--- src/design/thb_ram.sv ---
// Generic single-port-write, single-port-read RAM with registered read data.
// Standalone; no package needed.
module thb_ram #(
  parameter int WIDTH = 8,
  parameter int DEPTH = 16
) (
  input  logic                     clk,
  input  logic                     we,
  input  logic [$clog2(DEPTH)-1:0] waddr,
  input  logic [WIDTH-1:0]         wdata,
  input  logic                     re,
  input  logic [$clog2(DEPTH)-1:0] raddr,
  output logic [WIDTH-1:0]         rdata
);

  logic [WIDTH-1:0] mem [DEPTH];

  always_ff @(posedge clk) begin
    if (we) begin
      mem[waddr] <= wdata;
    end
    if (re) begin
      rdata <= mem[raddr];
    end
  end

endmodule

--- config.mk ---
export PLATFORM = sky130hd
export DESIGN_NAME = thb_ram
export DESIGN_NICKNAME = d
export VERILOG_FILES = /design/src/design/thb_ram.sv
export SDC_FILE = /design/constraint.sdc
export NUM_CORES = 1
export LEC_CHECK = 0
export BUFFER_PORTS_ARGS = -buffer_cell sky130_fd_sc_hd__buf_2
export CAP_MARGIN = 20
export CORE_AREA = 2 2 106 108
export CTS_BUF_LIST = sky130_fd_sc_hd__clkbuf_8
export DETAILED_ROUTE_END_ITERATION = 10
export DIE_AREA = 0 0 108 110
export GPL_ROUTABILITY_DRIVEN = 0
export PLACE_DENSITY = 0.64
export SLEW_MARGIN = 20
export SYNTH_ARGS = -nofsm -noshare
export SYNTH_HDL_FRONTEND = slang
export SYNTH_SLANG_ARGS = --single-unit
--- constraint.sdc ---
create_clock -name clk -period 1.9 [get_ports clk]
set_input_delay 0.095 -clock clk [delete_from_list [all_inputs] [get_ports clk]]
set_output_delay 0.095 -clock clk [all_outputs]
set_load 0.005 [all_outputs]
==> results by group <==
Final layout
  – Share of final-layout standard cells stronger than drive strength 1: 0.310
  – Multi-input gate area in the final layout: 1060 um2
  – Area growth from synthesis to final layout: 15.7%
  – Number of antenna diodes: 0
  – Fill count: 830
  – Total non-filler cell area in the finished layout: 6050 um2
  – Final cell utilization of the core: 0.565
  – Post-layout nets: 306
  – Area used by sequential logic in the layout: 4080 um2

STA
  – RSZ-0062 raised after global routing: false
  – Post-Route Hold Slack: 0.0433 ns
  – Worst rel slew slack: 0.686
  – Slew Limit Fails: 0
  – Final setup violation count: 0
  – Fin worst setup slack: 0.425 ns
  – Total negative setup slack: 0 ns
  – Transition time of the tightest slew-check pin: 0.469 ns
  – Time the final worst path needs with I/O delays and setup: 1.47 ns
  – Maximum clock frequency: 678 MHz
  – Maximum clock skew at final layout: 0.00704 ns
  – Ratio of final minimum period to clock period: 0.776
  – Hold Fails Final Rpt: 0

Power
  – Peak ir drop on the vdd network: 0.000448 V
  – Leakage component of the power: 2.06 nW
  – Areal power density over the cells: 1010 nW/um2

Routing
  – Violation count after the first detailed-routing iteration: 148
  – Met2 WL: 4.78 mm
  – 1st-pass router iterations: 4
  – Met1 Wirelength: 4.01 mm
  – Sum of routed wire length over all layers: 9.52 mm
  – Vias per cell: 5.59
  – Met3 wire len: 636 um
  – Top layer used by detailed routing: met4
  – Remaining design rule violation count: 0
  – Via Count: 2460
  – Post-route antenna net violation count: 0
  – Average wire per standard cell: 21.6 um

Critical path
  – Maximum fanout count along the critical path: 1
  – Critical Path Start Type: register
  – CP Data Arrival Time: 1.65 ns
  – Critical path required time: 2.08 ns
  – Worst Setup End Kind: register
  – Critical path type: reg -> reg

Synthesis
  – Synthesized flop and latch total: 136
  – Cell count after synthesis: 229
  – Number of unique standard cell types used by synthesis: 18
  – Per-instance average area after synthesis: 22.8 um2
  – Syn_nets: 248
  – Post-synthesis sequential area ratio: 0.781
  – Area of the mapped netlist: 5230 um2
  – Syn. warnings: 0

Placement
  – Worst slack, placed: 0.230 ns
  – HPWL after DPL: 6.32 mm
  – Placed Area: 5640 um2
  – IO Port Bufs: 26

Floorplan
  – Initial cell density of the core: 0.489
  – Width of the die: 108 um
  – Die span in y: 110 um
  – I/O pin count: 27
  – Placement Rows: 38
  – DIE AREA: 11900 um2
  – Core footprint: 10700 um2

Run status
  – Result of the run: complete, no violations

Clocking
  – Number of buffers inserted by post-CTS setup repair: 0
  – Insertion delay of the later-clocked pin in the worst-skew pair: 0.43 ns
  – CTS tree: built
  – Number of hold buffers added after cts: 0
  – Max clock buf depth: 2
  – Number of clock buffers inserted by TritonCTS: 17
  – # clock sinks: 136
  – H-tree Lvls: 4
  – Cells resized by post-CTS repair: 0
  – Clock slew at the register clock pins of the worst setup and hold paths: 0.07 ns
  – Clock tree root buffer cell: sky130_fd_sc_hd__clkbuf_8

Global routing
  – Sum of overflow across all layers after global routing: 0
  – Pin count of the biggest net entering global routing: 22
  – Total routing resource utilization after global routing: 0.181
  – Vias in the first global route: 2494
  – Antenna violations before repair: 0
  – First-pass GRT wire length: 14.6 mm

Hold path
  – Hold crit path type: in -> reg

Run
  – Total of max-cap violations: 0
-- layout make-up --
type,count,area share
sequential,136,0.675
multi-input combinational,83,0.175
timing repair buffer,49,0.0542
clock buffer,17,0.0387
tap,140,0.0290
clock inverter,15,0.0279
-- flip-flops by register name, summed over array words and instances (netlist names) --
register and cells:
mem 128, rdata 8
-- worst max-delay path: stages (launching register included) --
cell	delay [ns]
sky130_fd_sc_hd__edfxtp_1	0.36
sky130_fd_sc_hd__mux4_2	0.47
sky130_fd_sc_hd__a22oi_1	0.31
sky130_fd_sc_hd__nand2_1	0.08
-- cells in the mapped netlist, drive strengths merged --
library cell   count  area, um2
edfxtp           136       4080
mux4              32        773
a22oi             16        120
nor2              13       48.8
nand2              9       33.8
buf                7       56.3
nor3               4       20.0
clkdlybuf4s25      3       30.0
nand2b             2       12.5
nand3b             2       15.0
and2               1       6.26
and2b              1       7.51
nand3              1       5.00
nor2b              1       6.26
or3b               1       8.76
-- per-layer routing --
layer | track usage | vias to the layer above
met4 | 0.0659 | 0
met5 | 0 | -
met3 | 0.0576 | 6
met1 | 0.238 | 1270
li1 | - | 1095
met2 | 0.289 | 89
-- layout by cell type, fill, tap and decap left out --
| master | count |
|---|---|
| sky130_fd_sc_hd__and2_1 | 1 |
| sky130_fd_sc_hd__or3b_2 | 1 |
| sky130_fd_sc_hd__clkinv_2 | 3 |
| sky130_fd_sc_hd__clkinv_1 | 3 |
| sky130_fd_sc_hd__clkinvlp_4 | 1 |
| sky130_fd_sc_hd__buf_2 | 26 |
| sky130_fd_sc_hd__nand2_1 | 9 |
| sky130_fd_sc_hd__mux4_1 | 14 |
| sky130_fd_sc_hd__buf_4 | 21 |
| sky130_fd_sc_hd__nor2_1 | 13 |
| sky130_fd_sc_hd__a22oi_1 | 16 |
| sky130_fd_sc_hd__nand2b_1 | 2 |
| sky130_fd_sc_hd__buf_12 | 2 |
| sky130_fd_sc_hd__and2b_1 | 1 |
| sky130_fd_sc_hd__nand3_1 | 1 |
| sky130_fd_sc_hd__mux4_2 | 18 |
| sky130_fd_sc_hd__nor2b_1 | 1 |
| sky130_fd_sc_hd__clkbuf_8 | 17 |
| sky130_fd_sc_hd__inv_1 | 4 |
| sky130_fd_sc_hd__bufinv_16 | 4 |
| sky130_fd_sc_hd__nor3_1 | 4 |
| sky130_fd_sc_hd__edfxtp_1 | 136 |
| sky130_fd_sc_hd__nand3b_1 | 2 |
-- cells by family (layout without fill, tap and decap cells) --
group                  count (synthesis)  in the layout  synth area share
AOI/OAI and AO/OA                     16             16            0.0230
buffers and inverters                 10             81            0.0165
DFF                                  136            136             0.781
muxes                                 32             32             0.148
and+or+nand+nor                       35             35            0.0314
-- final timing paths --
path                    from   endpoint  slack (ns)  cells after the start
hold reg to reg    mem[8][3]   rdata[3]        0.76                      3
setup / recovery  mem[11][7]   rdata[7]        0.43                      3
setup reg to reg  mem[11][7]   rdata[7]        0.43                      3
hold / removal      wdata[6]  mem[6][6]        0.04                      1
-- where the power goes --
part / internal, W / total, W / switching [W]
Clock: 0.00139 / 0.00239 / 0.00100
Combinational: 0.000136 / 0.000307 / 0.000171
Sequential: 0.00338 / 0.00340 / 0.0000171
-- through the flow --
step	instances	power (W)
finish	440	0.00609
global route	440	0.00629
CTS	440	0.00614
detailed placement	408	0.00377
global placement	408	0.00376
floorplan	229	0.00363
No activity file was read; power rests on OpenSTA's default activity.
