## src/design/thb_pkg.sv

```systemverilog
// Shared types, constants and helpers for the thread heartbeat registry.
// Depends on nothing; thb_ctrl and the top level import it.
package thb_pkg;

  localparam int SLOTS  = 64;
  localparam int SLOT_W = $clog2(SLOTS);
  localparam int CNT_W  = SLOT_W + 1;

  localparam int REQ_W  = 3;
  localparam int PROC_W = 22;
  localparam int THR_W  = 22;
  localparam int HND_W  = 16;
  localparam int BEAT_W = 63;
  localparam int ADDR_W = 64;
  localparam int LIM_W  = 32;
  localparam int SEL_W  = 6;
  localparam int STAT_W = 2;

  typedef enum logic [REQ_W-1:0] {
    REQ_ADD          = 3'd0,
    REQ_BEAT         = 3'd1,
    REQ_WAIT         = 3'd2,
    REQ_ACQ          = 3'd3,
    REQ_REMOVE       = 3'd4,
    REQ_CLEAN_PROC   = 3'd5,
    REQ_CLEAN_HANDLE = 3'd6,
    REQ_READ         = 3'd7
  } req_t;

  typedef enum logic [STAT_W-1:0] {
    ST_OK   = 2'd0,
    ST_DUP  = 2'd1,
    ST_FULL = 2'd2,
    ST_NONE = 2'd3
  } status_t;

  typedef enum logic [2:0] {
    S_IDLE,
    S_SCAN,
    S_FIN,
    S_RMW,
    S_RD_ISSUE,
    S_RD_OUT
  } state_t;

  typedef struct packed {
    logic [PROC_W-1:0] proc;
    logic [THR_W-1:0]  thread;
    logic [HND_W-1:0]  handle;
  } key_t;

  typedef struct packed {
    logic [BEAT_W-1:0] beat;
    logic [ADDR_W-1:0] wait_addr;
    logic [LIM_W-1:0]  gap;
    logic [LIM_W-1:0]  hold;
  } data_t;

  localparam int KEY_W  = $bits(key_t);
  localparam int DATA_W = $bits(data_t);

  typedef struct packed {
    logic              re;
    logic              key_we;
    logic              data_we;
    logic [SLOT_W-1:0] addr;
  } ram_ctl_t;

  typedef struct packed {
    logic             fire;
    status_t          status;
    logic [SEL_W-1:0] slot;
    logic             active;
  } result_t;

  function automatic logic [SEL_W-1:0] idx_to_slot(input logic [SLOT_W-1:0] idx);
    logic [SLOT_W+SEL_W-1:0] wide;
    wide = {{SEL_W{1'b0}}, idx};
    return wide[SEL_W-1:0];
  endfunction

  function automatic logic [SLOT_W-1:0] sel_to_idx(input logic [SEL_W-1:0] sel);
    logic [SLOT_W+SEL_W-1:0] wide;
    wide = {{SLOT_W{1'b0}}, sel};
    return wide[SLOT_W-1:0];
  endfunction

  function automatic logic sel_in_range(input logic [SEL_W-1:0] sel);
    return 32'(sel) < SLOTS;
  endfunction

endpackage

```

## src/design/thb_ctrl.sv

```systemverilog
// Request sequencer: slot scan, valid flags, match bookkeeping, RAM control.
// Depends on thb_pkg.
module thb_ctrl import thb_pkg::*; (
  input  logic              clk,
  input  logic              rst,
  input  logic              start_acc,
  input  req_t              req_in,
  input  logic [PROC_W-1:0] proc,
  input  logic [THR_W-1:0]  thread,
  input  logic [HND_W-1:0]  handle,
  input  logic [SEL_W-1:0]  sel,
  input  key_t              key_rd,
  output ram_ctl_t          ram,
  output result_t           res,
  output logic              busy
);

  state_t            state, state_next;
  req_t              req_q, req_q_next;
  logic [CNT_W-1:0]  cnt, cnt_next;
  logic              pipe_vld, pipe_vld_next;
  logic [SLOT_W-1:0] pipe_idx, pipe_idx_next;
  logic              hit_found, hit_found_next;
  logic [SLOT_W-1:0] hit_idx, hit_idx_next;
  logic              free_found, free_found_next;
  logic [SLOT_W-1:0] free_idx, free_idx_next;
  logic [SLOTS-1:0]  valid, valid_next;

  logic cur_valid;
  logic proc_eq;

  assign busy      = (state != S_IDLE);
  assign cur_valid = valid[pipe_idx];
  assign proc_eq   = (key_rd.proc == proc);

  always_ff @(posedge clk) begin
    if (rst) begin
      state <= S_IDLE;
      valid <= '0;
    end else begin
      state <= state_next;
      valid <= valid_next;
    end
  end

  always_ff @(posedge clk) begin
    req_q      <= req_q_next;
    cnt        <= cnt_next;
    pipe_vld   <= pipe_vld_next;
    pipe_idx   <= pipe_idx_next;
    hit_found  <= hit_found_next;
    hit_idx    <= hit_idx_next;
    free_found <= free_found_next;
    free_idx   <= free_idx_next;
  end

  always_comb begin
    state_next      = state;
    req_q_next      = req_q;
    cnt_next        = cnt;
    pipe_vld_next   = pipe_vld;
    pipe_idx_next   = pipe_idx;
    hit_found_next  = hit_found;
    hit_idx_next    = hit_idx;
    free_found_next = free_found;
    free_idx_next   = free_idx;
    valid_next      = valid;
    ram             = '0;
    ram.addr        = cnt[SLOT_W-1:0];
    res             = '0;
    res.status      = ST_OK;

    unique case (state)
      S_IDLE: begin
        if (start_acc) begin
          req_q_next      = req_in;
          cnt_next        = '0;
          pipe_vld_next   = 1'b0;
          hit_found_next  = 1'b0;
          free_found_next = 1'b0;
          state_next      = (req_in == REQ_READ) ? S_RD_ISSUE : S_SCAN;
        end
      end

      S_SCAN: begin
        // issue stage: read the next slot's key
        if (cnt < CNT_W'(SLOTS)) begin
          ram.re        = 1'b1;
          ram.addr      = cnt[SLOT_W-1:0];
          cnt_next      = cnt + CNT_W'(1);
          pipe_vld_next = 1'b1;
          pipe_idx_next = cnt[SLOT_W-1:0];
        end else begin
          pipe_vld_next = 1'b0;
          if (pipe_vld) begin
            state_next = S_FIN;
          end
        end
        // compare stage: key of pipe_idx is on key_rd
        if (pipe_vld) begin
          if (cur_valid && proc_eq && key_rd.thread == thread && !hit_found) begin
            hit_found_next = 1'b1;
            hit_idx_next   = pipe_idx;
          end
          if (!cur_valid && !free_found) begin
            free_found_next = 1'b1;
            free_idx_next   = pipe_idx;
          end
          if (req_q == REQ_CLEAN_PROC && cur_valid && proc_eq) begin
            valid_next[pipe_idx] = 1'b0;
          end
          if (req_q == REQ_CLEAN_HANDLE && cur_valid && key_rd.handle == handle) begin
            valid_next[pipe_idx] = 1'b0;
          end
        end
      end

      S_FIN: begin
        state_next = S_IDLE;
        res.fire   = 1'b1;
        unique case (req_q)
          REQ_ADD: begin
            if (hit_found) begin
              res.status = ST_DUP;
              res.slot   = idx_to_slot(hit_idx);
            end else if (free_found) begin
              ram.addr             = free_idx;
              ram.key_we           = 1'b1;
              ram.data_we          = 1'b1;
              valid_next[free_idx] = 1'b1;
              res.slot             = idx_to_slot(free_idx);
            end else begin
              res.status = ST_FULL;
            end
          end
          REQ_BEAT, REQ_WAIT, REQ_ACQ: begin
            if (hit_found) begin
              // fetch the data word, patch it next cycle
              res.fire   = 1'b0;
              ram.re     = 1'b1;
              ram.addr   = hit_idx;
              state_next = S_RMW;
            end else begin
              res.status = ST_NONE;
            end
          end
          REQ_REMOVE: begin
            if (hit_found) begin
              valid_next[hit_idx] = 1'b0;
              res.slot            = idx_to_slot(hit_idx);
            end else begin
              res.status = ST_NONE;
            end
          end
          REQ_CLEAN_PROC, REQ_CLEAN_HANDLE: begin
            res.status = ST_OK;
          end
          REQ_READ: begin
            res.status = ST_NONE;
          end
        endcase
      end

      S_RMW: begin
        ram.addr    = hit_idx;
        ram.data_we = 1'b1;
        res.fire    = 1'b1;
        res.slot    = idx_to_slot(hit_idx);
        state_next  = S_IDLE;
      end

      S_RD_ISSUE: begin
        ram.addr   = sel_to_idx(sel);
        ram.re     = sel_in_range(sel);
        state_next = S_RD_OUT;
      end

      S_RD_OUT: begin
        res.fire   = 1'b1;
        res.slot   = sel;
        state_next = S_IDLE;
        if (sel_in_range(sel)) begin
          res.active = valid[sel_to_idx(sel)];
        end else begin
          res.status = ST_NONE;
        end
      end

      default: begin
        state_next = S_IDLE;
      end
    endcase
  end

  // an add writes key and data words together; nothing else writes the key
  a_key_with_data: assert property (@(posedge clk) disable iff (rst)
    ram.key_we |-> ram.data_we && req_q == REQ_ADD)
    else $error("key write without matching data write");

  // a reported full table really has every slot taken
  a_full_means_full: assert property (@(posedge clk) disable iff (rst)
    res.fire && res.status == ST_FULL |-> &valid)
    else $error("table full reported with a free slot");

  // one result per request, then back to idle
  a_fire_then_idle: assert property (@(posedge clk) disable iff (rst)
    res.fire |=> state == S_IDLE && !$past(start_acc))
    else $error("result not followed by idle");

  // an accepted request always starts work
  a_accept_busy: assert property (@(posedge clk) disable iff (rst)
    start_acc |=> busy && !res.fire)
    else $error("accepted request left controller idle");

  // no read and write of the data RAM in the same cycle
  a_no_rw_clash: assert property (@(posedge clk) disable iff (rst)
    !(ram.re && ram.data_we))
    else $error("data RAM read and written together");

endmodule

```

## config.mk

```make
export PLATFORM = sky130hd
export DESIGN_NAME = thb_ctrl
export DESIGN_NICKNAME = d
export VERILOG_FILES = /design/src/design/thb_pkg.sv /design/src/design/thb_ctrl.sv
export SDC_FILE = /design/constraint.sdc
export NUM_CORES = 1
export LEC_CHECK = 0
export BUFFER_PORTS_ARGS = -buffer_cell sky130_fd_sc_hd__clkbuf_2
export CAP_MARGIN = 20
export CORE_MARGIN = 5
export CORE_UTILIZATION = 40
export DETAILED_ROUTE_END_ITERATION = 7
export PLACE_DENSITY = 0.69
export SLEW_MARGIN = 20
export SYNTH_ARGS = -nofsm -noshare
export SYNTH_HDL_FRONTEND = slang
export SYNTH_SLANG_ARGS = --single-unit
```

## constraint.sdc

```tcl
create_clock -name clk -period 3.4 [get_ports clk]
set_input_delay 0 -clock clk [delete_from_list [all_inputs] [get_ports clk]]
set_output_delay 0 -clock clk [all_outputs]
set_load 0.01 [all_outputs]
```

==> impl_metrics.toml, run 1 <==
[global_routing]
grt_pass1_wl_microns = 47200
grt_max_degree = 54
grt_pass1_vias = 8035
grt_use_met1_pct = 37.0
antenna_found_initial = 0
grtUsageTotal_pct = 27.2
top_usage_layer = "met2"
grt_use_met2_pct = 40.2
use_met3_pct = 6.75
grt.overflow.total = 0

[power]
leakagePower_nw = 3.32
switching_power_w = 0.00107
power_frac_seq_pct = 43.8
switching_share_pct = 33.4
power_frac_comb_pct = 24.9
power_density_nw_per_um2 = 354
p_int_w = 0.00214
clkPwrFrac_pct = 31.3
peakVddDrop_v = 0.000217

[cells_and_area]
area.growth.synth_to_final_pct = 17.2
fill_cells = 1827
instances_no_fill = 1317
diodes = 0
layout.nets = 1185
drive_gt1_share_pct = 24.2

[floorplan]
core_area_sq_um = 18900
fp.dieH_microns = 149
placementRows = 50
start_util_pct = 40.9
dieArea_sq_um = 22200
pin_count = 152
die_w_microns = 149

[place]
hpwl_microns = 22200
placedCellCount = 1298
gp_congestion = 1.06
portBuffers = 151
post-place-ws_ps = 297

[clocking]
insertion_delay_ps = 360
cts_setup_buffers = 0
cts_tree = "done"
cts-buffers-inserted = 9
clk_pin_slew_ps = 70
cts_max_path_buffers = 2
cts_root_buffer = "clkbuf_16"
cts-htree-levels = 3
cts.sinks = 98

[yosys]
ys_types = 65
netlist_top_cells_count = "nand2_1 (128), dfxtp_1 (67), clkbuf_1 (63)"
yosysTopAreaCell = "dfxtp_1"
synthFlopType = "dfxtp_1"
synth_edf_count = 31
ys_warn_count = 0
ys_seq_area_share_pct = 29.4
syn_inst = 932
ys_ff_latch = 98
async_reset_ff_share_pct = 0
syn_area_per_cell_sq_um = 8.29
yosysMostFrequentCell = "nand2_1"
synth_top_area_share_pct = 17.4
syn_nets = 1065
syn_area_sq_um = 7730
synthTopCellsByArea = "dfxtp_1 (17%), edfxtp_1 (12%), mux4_2 (9.3%)"

[worst_setup_path]
worstSetupStartpoint = "pipe_idx[2]"
cp_max_fo = 51
cp-start-kind = "register"
reg2reg_depth = 6
path_class = "register to register"
worst_ep_required_time_ps = 3670
crit_arrival_ps = 3390
ff2ff_setup_slack_ps = 280
crit_path_end_kind = "register"
reg2reg_from = "pipe_idx[2]"
rr_endpoint = "valid[40]"

[routing]
via_per_inst = 6.53
wl_per_cell_microns = 23.6
drtAntennaViolNets = 0
drtPass1Iterations = 6
dr_total_vias = 8601
first_iter_violations = 1176
drc = 0
wirelength_microns = 31000

[timing]
layout_setup_ws_ps = 278
fin_tns_setup_ps = 0
maxSlewViolCount = 0
fmax_mhz = 320
worst_pin_slew_ps = 1090
fin_skew_ps = 7.81
fin_crit_ps = 3120
period_share_pct = 91.8
max_slew_margin_pct = 27.6
rsz0062_at_grt = "false"
hold_viol = 0
setup_viol = 0

[min_path]
min_from = "start_acc"
hp-class = "input port to register"
min_to = "state[2]"
min_path_cells = 3

[status]
status = "completed"

[flow_run]
maxCapViolations = 0
[layout by cell type (no fill, tap or decap), drive strengths merged, types with 5 or more instances in the layout]
cell type  instances
a22oi             15
a31oi             51
a211oi             5
inv               10
a21oi             36
nand3b             5
and3               6
xor2              20
edfxtp            31
nand2b            13
a32o              10
mux4              32
nor2              58
xnor2             45
o221ai             5
nor4              16
o21ai             40
nand2            128
nor2b              9
nand3             61
nor3              18
or3b               8
o211ai             8
mux2i             13
buf               36
dfxtp             67
nor4b             14
and2               8
o31ai             37
nand4             12
a21o              20
clkbuf           166
[repair_timing]
item / 4_1_cts / 5_1_grt
resized for setup: 0 / 0
hold buffers: 3 / 0
endpoints found under the hold margin: 3 / 0
[per-stage QoR]
stage                     hold slack, ps  utilization (%)  cell area (sq um)  power [W]
after floorplan                     98.9                -               7730    0.00187
after global placement               246             46.3               8750    0.00219
after detailed placement             238             46.3               8750    0.00220
after CTS                           53.1             47.9               9060    0.00318
after global routing                53.5             47.9               9060    0.00332
final                               53.1             47.9               9060    0.00321
[layout make-up]
cell class / count / area [sq um] / share of cell area [%]
flip-flops and latches: 98 / 2270 / 25.1
repair buffers: 190 / 1060 / 11.7
clock inverters: 1 / 8.76 / 0.0967
clock buffers: 15 / 268 / 2.96
well taps: 260 / 325 / 3.59
multi-input cells: 744 / 5090 / 56.2
inverters: 9 / 33.8 / 0.373
[sequential cells by signal (all words and copies together), names as in the netlist]
register    flops
req_q           3
hit_found       1
free_found      1
pipe_idx        6
free_idx        6
pipe_vld        1
valid          64
state           3
cnt             7
hit_idx         6
[metal layers]
layer  up-vias  part of all wire (%)
met5         -                     0
met4         0                   4.9
met3       131                    13
met2       698                    44
met1      4005                    38
li1       3767                     -
[worst max-delay path: stages (launching register included)]
cell,delay [ps]
edfxtp_1,500
buf_4,400
mux4_2,540
and3_1,210
or4_2,750
buf_4,360
a31oi_1,250
[cells by family (layout without fill, tap and decap cells)]
family,count (synthesis),count (layout),share of synthesized area (%)
AO/OA/AOI/OAI,256,256,22.7
XOR/XNOR,65,65,7.37
adder cells (fa/ha/maj),1,1,0.162
buffers and inverters,90,215,4.81
flip-flops,98,98,29.4
multiplexers,49,49,11.6
AND/OR/NAND/NOR,373,373,23.9
[worst max-delay path by stage]
stage / slack (ps) / cells after the start / endpoint
after floorplan: 340 / 9 / free_idx[0]
after global placement: 350 / 6 / valid[7]
after detailed placement: 300 / 6 / valid[7]
after CTS: 290 / 6 / valid[7]
after global routing: 110 / 8 / valid[7]
final: 280 / 6 / valid[40]
[power by group through the flow]
stage / sequential [W] / clock [W] / combinational (W)
2_1_floorplan: 0.00135 / 0 / 0.000522
3_3_place_gp: 0.00142 / 0 / 0.000766
3_5_place_dp: 0.00142 / 0 / 0.000774
4_1_cts: 0.00140 / 0.00100 / 0.000781
5_1_grt: 0.00141 / 0.00105 / 0.000852
6_report: 0.00140 / 0.00101 / 0.000798
Power figures use the tool's default switching activity.
==> run 2, diff against run 1 <==
RECOVER_POWER = 100   (was default)
==> impl_metrics.toml, run 2 (same netlist as run 1, synthesis figures left out) <==
[place]
hpwl_microns = 22200
portBuffers = 151
gp_congestion = 1.06
placed_area_sq_um = 8750
placedCellCount = 1298
post-place-ws_ps = 297

[global_routing]
antenna_found_initial = 0
grt_pass1_vias = 8035
grt_max_degree = 54
grt_pass1_wl_microns = 47200
grtUsageTotal_pct = 27.2
grt.overflow.total = 0

[worst_setup_path]
worst_ep_required_time_ps = 3670
reg2reg_from = "pipe_idx[2]"
path_class = "register to register"
ff2ff_setup_slack_ps = 280
reg2reg_depth = 6
cp-start-kind = "register"
cp_max_fo = 51
crit_path_end_kind = "register"
crit_arrival_ps = 3380
rr_endpoint = "valid[7]"
worstPathCellList = "buf_4 > mux4_2 > and3_1 > or4_2 > buf_4 > a311oi_1"
cp_common_cell = "buf_4"
cp_slowest_stage_delay_ps = 750
crit_path_top_delay_cell = "or4_2"

[cells_and_area]
layout.nets = 1185
final_common_cell = "clkbuf_2"
diodes = 0
largest-register = "valid"
drive_gt1_share_pct = 21.5
area.growth.synth_to_final_pct = 16.6
instances_no_fill = 1317
final_cell_mix = "clkbuf_2 (130), nand2_1 (128), dfxtp_1 (67), nand3_1 (61), nor2_1 (58)"
fin_area_sq_um = 9010
largest_reg_flops = 64
largest_registers = "valid x64, cnt x7"

[floorplan]
dieArea_sq_um = 22200
placementRows = 50
pin_count = 152
core_area_sq_um = 18900
fp.dieH_microns = 149
die_w_microns = 149
start_util_pct = 40.9

[timing]
fin_crit_ps = 3120
fin_skew_ps = 7.99
maxSlewViolCount = 19
period_share_pct = 91.7
setup_viol = 0
fmax_mhz = 321
fin_tns_setup_ps = 0
max_slew_margin_pct = -6.46
hold_viol = 0
worst_pin_slew_ps = 1600
layout_setup_ws_ps = 284
rsz0062_at_grt = "false"

[min_path]
min_from = "start_acc"
min_to = "state[2]"
hp-class = "input port to register"
min_path_cells = 3

[flow_run]
maxCapViolations = 1

[clocking]
insertion_delay_ps = 360
cts_root_buffer = "clkbuf_16"
cts.sinks = 98
cts_tree = "done"
cts-buffers-inserted = 9
cts-htree-levels = 3
clk_pin_slew_ps = 70
cts_max_path_buffers = 2

[routing]
drtPass1Iterations = 8
wl_per_cell_microns = 23.6
first_iter_violations = 1183
drtAntennaViolNets = 0
via_per_inst = 6.51
drc = 1
dr_total_vias = 8576
wirelength_microns = 31100

[status]
status = "finished, violations left"
violations = "DRC, capacitance limit, slew limit"

[power]
peakVddDrop_v = 0.000205
power_density_nw_per_um2 = 354
leakagePower_nw = 3.23
run 2: changes by cell type in the layout (fill, tap and decap cells not counted), sizes merged:
| cell | delta |
|---|---|
| clkbuf | +6 |
| buf | -6 |
run 2: per-stage QoR:
| step | hold WS (ps) | util, % | power (W) |
|---|---|---|---|
| after floorplan | 98.9 | - | 0.00187 |
| after global placement | 246 | 46.3 | 0.00219 |
| after detailed placement | 238 | 46.3 | 0.00220 |
| after CTS | 53.1 | 47.9 | 0.00318 |
| after global routing | 53.5 | 47.7 | 0.00330 |
| final | 55.3 | 47.7 | 0.00319 |
run 2: report_power, final:
group | internal [W] | leakage, nW | total [W] | switching [W]
combinational | 0.000292 | 2.27 | 0.000781 | 0.000489
clock | 0.000542 | 0.135 | 0.00100 | 0.000461
sequential | 0.00129 | 0.833 | 0.00140 | 0.000116
run 2: worst max-delay path: cells and delay by family, from the launching register on:
kind                   cells  cell delay [ps]
AOI/OAI and AO/OA          1              270
DFF                        1              490
muxes                      1              540
and+or+nand+nor            2              960
buffers and inverters      2              750
run 2: timing repair:
action                     4_1_cts  5_1_grt
setup endpoints to repair        0        0
resized for setup                0        0
setup buffers                    0        0
hold endpoints to repair         3        0
hold buffers                     3        0
run 2: routing by layer:
layer  up-vias  GRT usage (%)  wire length [microns]
met4         0           13.7                   1490
li1       3770              -                      -
met2       668           40.2                  13600
met3       127           6.75                   4050
met1      4011           37.0                  11900
met5         -              0                      0
run 2: worst max-delay path by stage:
stage	from	end	slack [ps]	depth (start not counted)
floorplan	pipe_idx[0]	free_idx[0]	340	9
global placement	pipe_idx[2]	valid[7]	350	6
detailed placement	pipe_idx[2]	valid[7]	300	6
CTS	pipe_idx[2]	valid[7]	290	6
global route	pipe_idx[2]	valid[7]	120	8
finish	pipe_idx[2]	valid[7]	280	6
run 2: area by class of cell:
| class | instances | area [sq um] |
|---|---|---|
| fillers | 1845 | 9880 |
| multi-input cells | 744 | 5090 |
| flip-flops and latches | 98 | 2270 |
| repair buffers | 190 | 1010 |
| well taps | 260 | 325 |
| clock buffers | 15 | 268 |
| inverters | 9 | 33.8 |
| clock inverters | 1 | 8.76 |
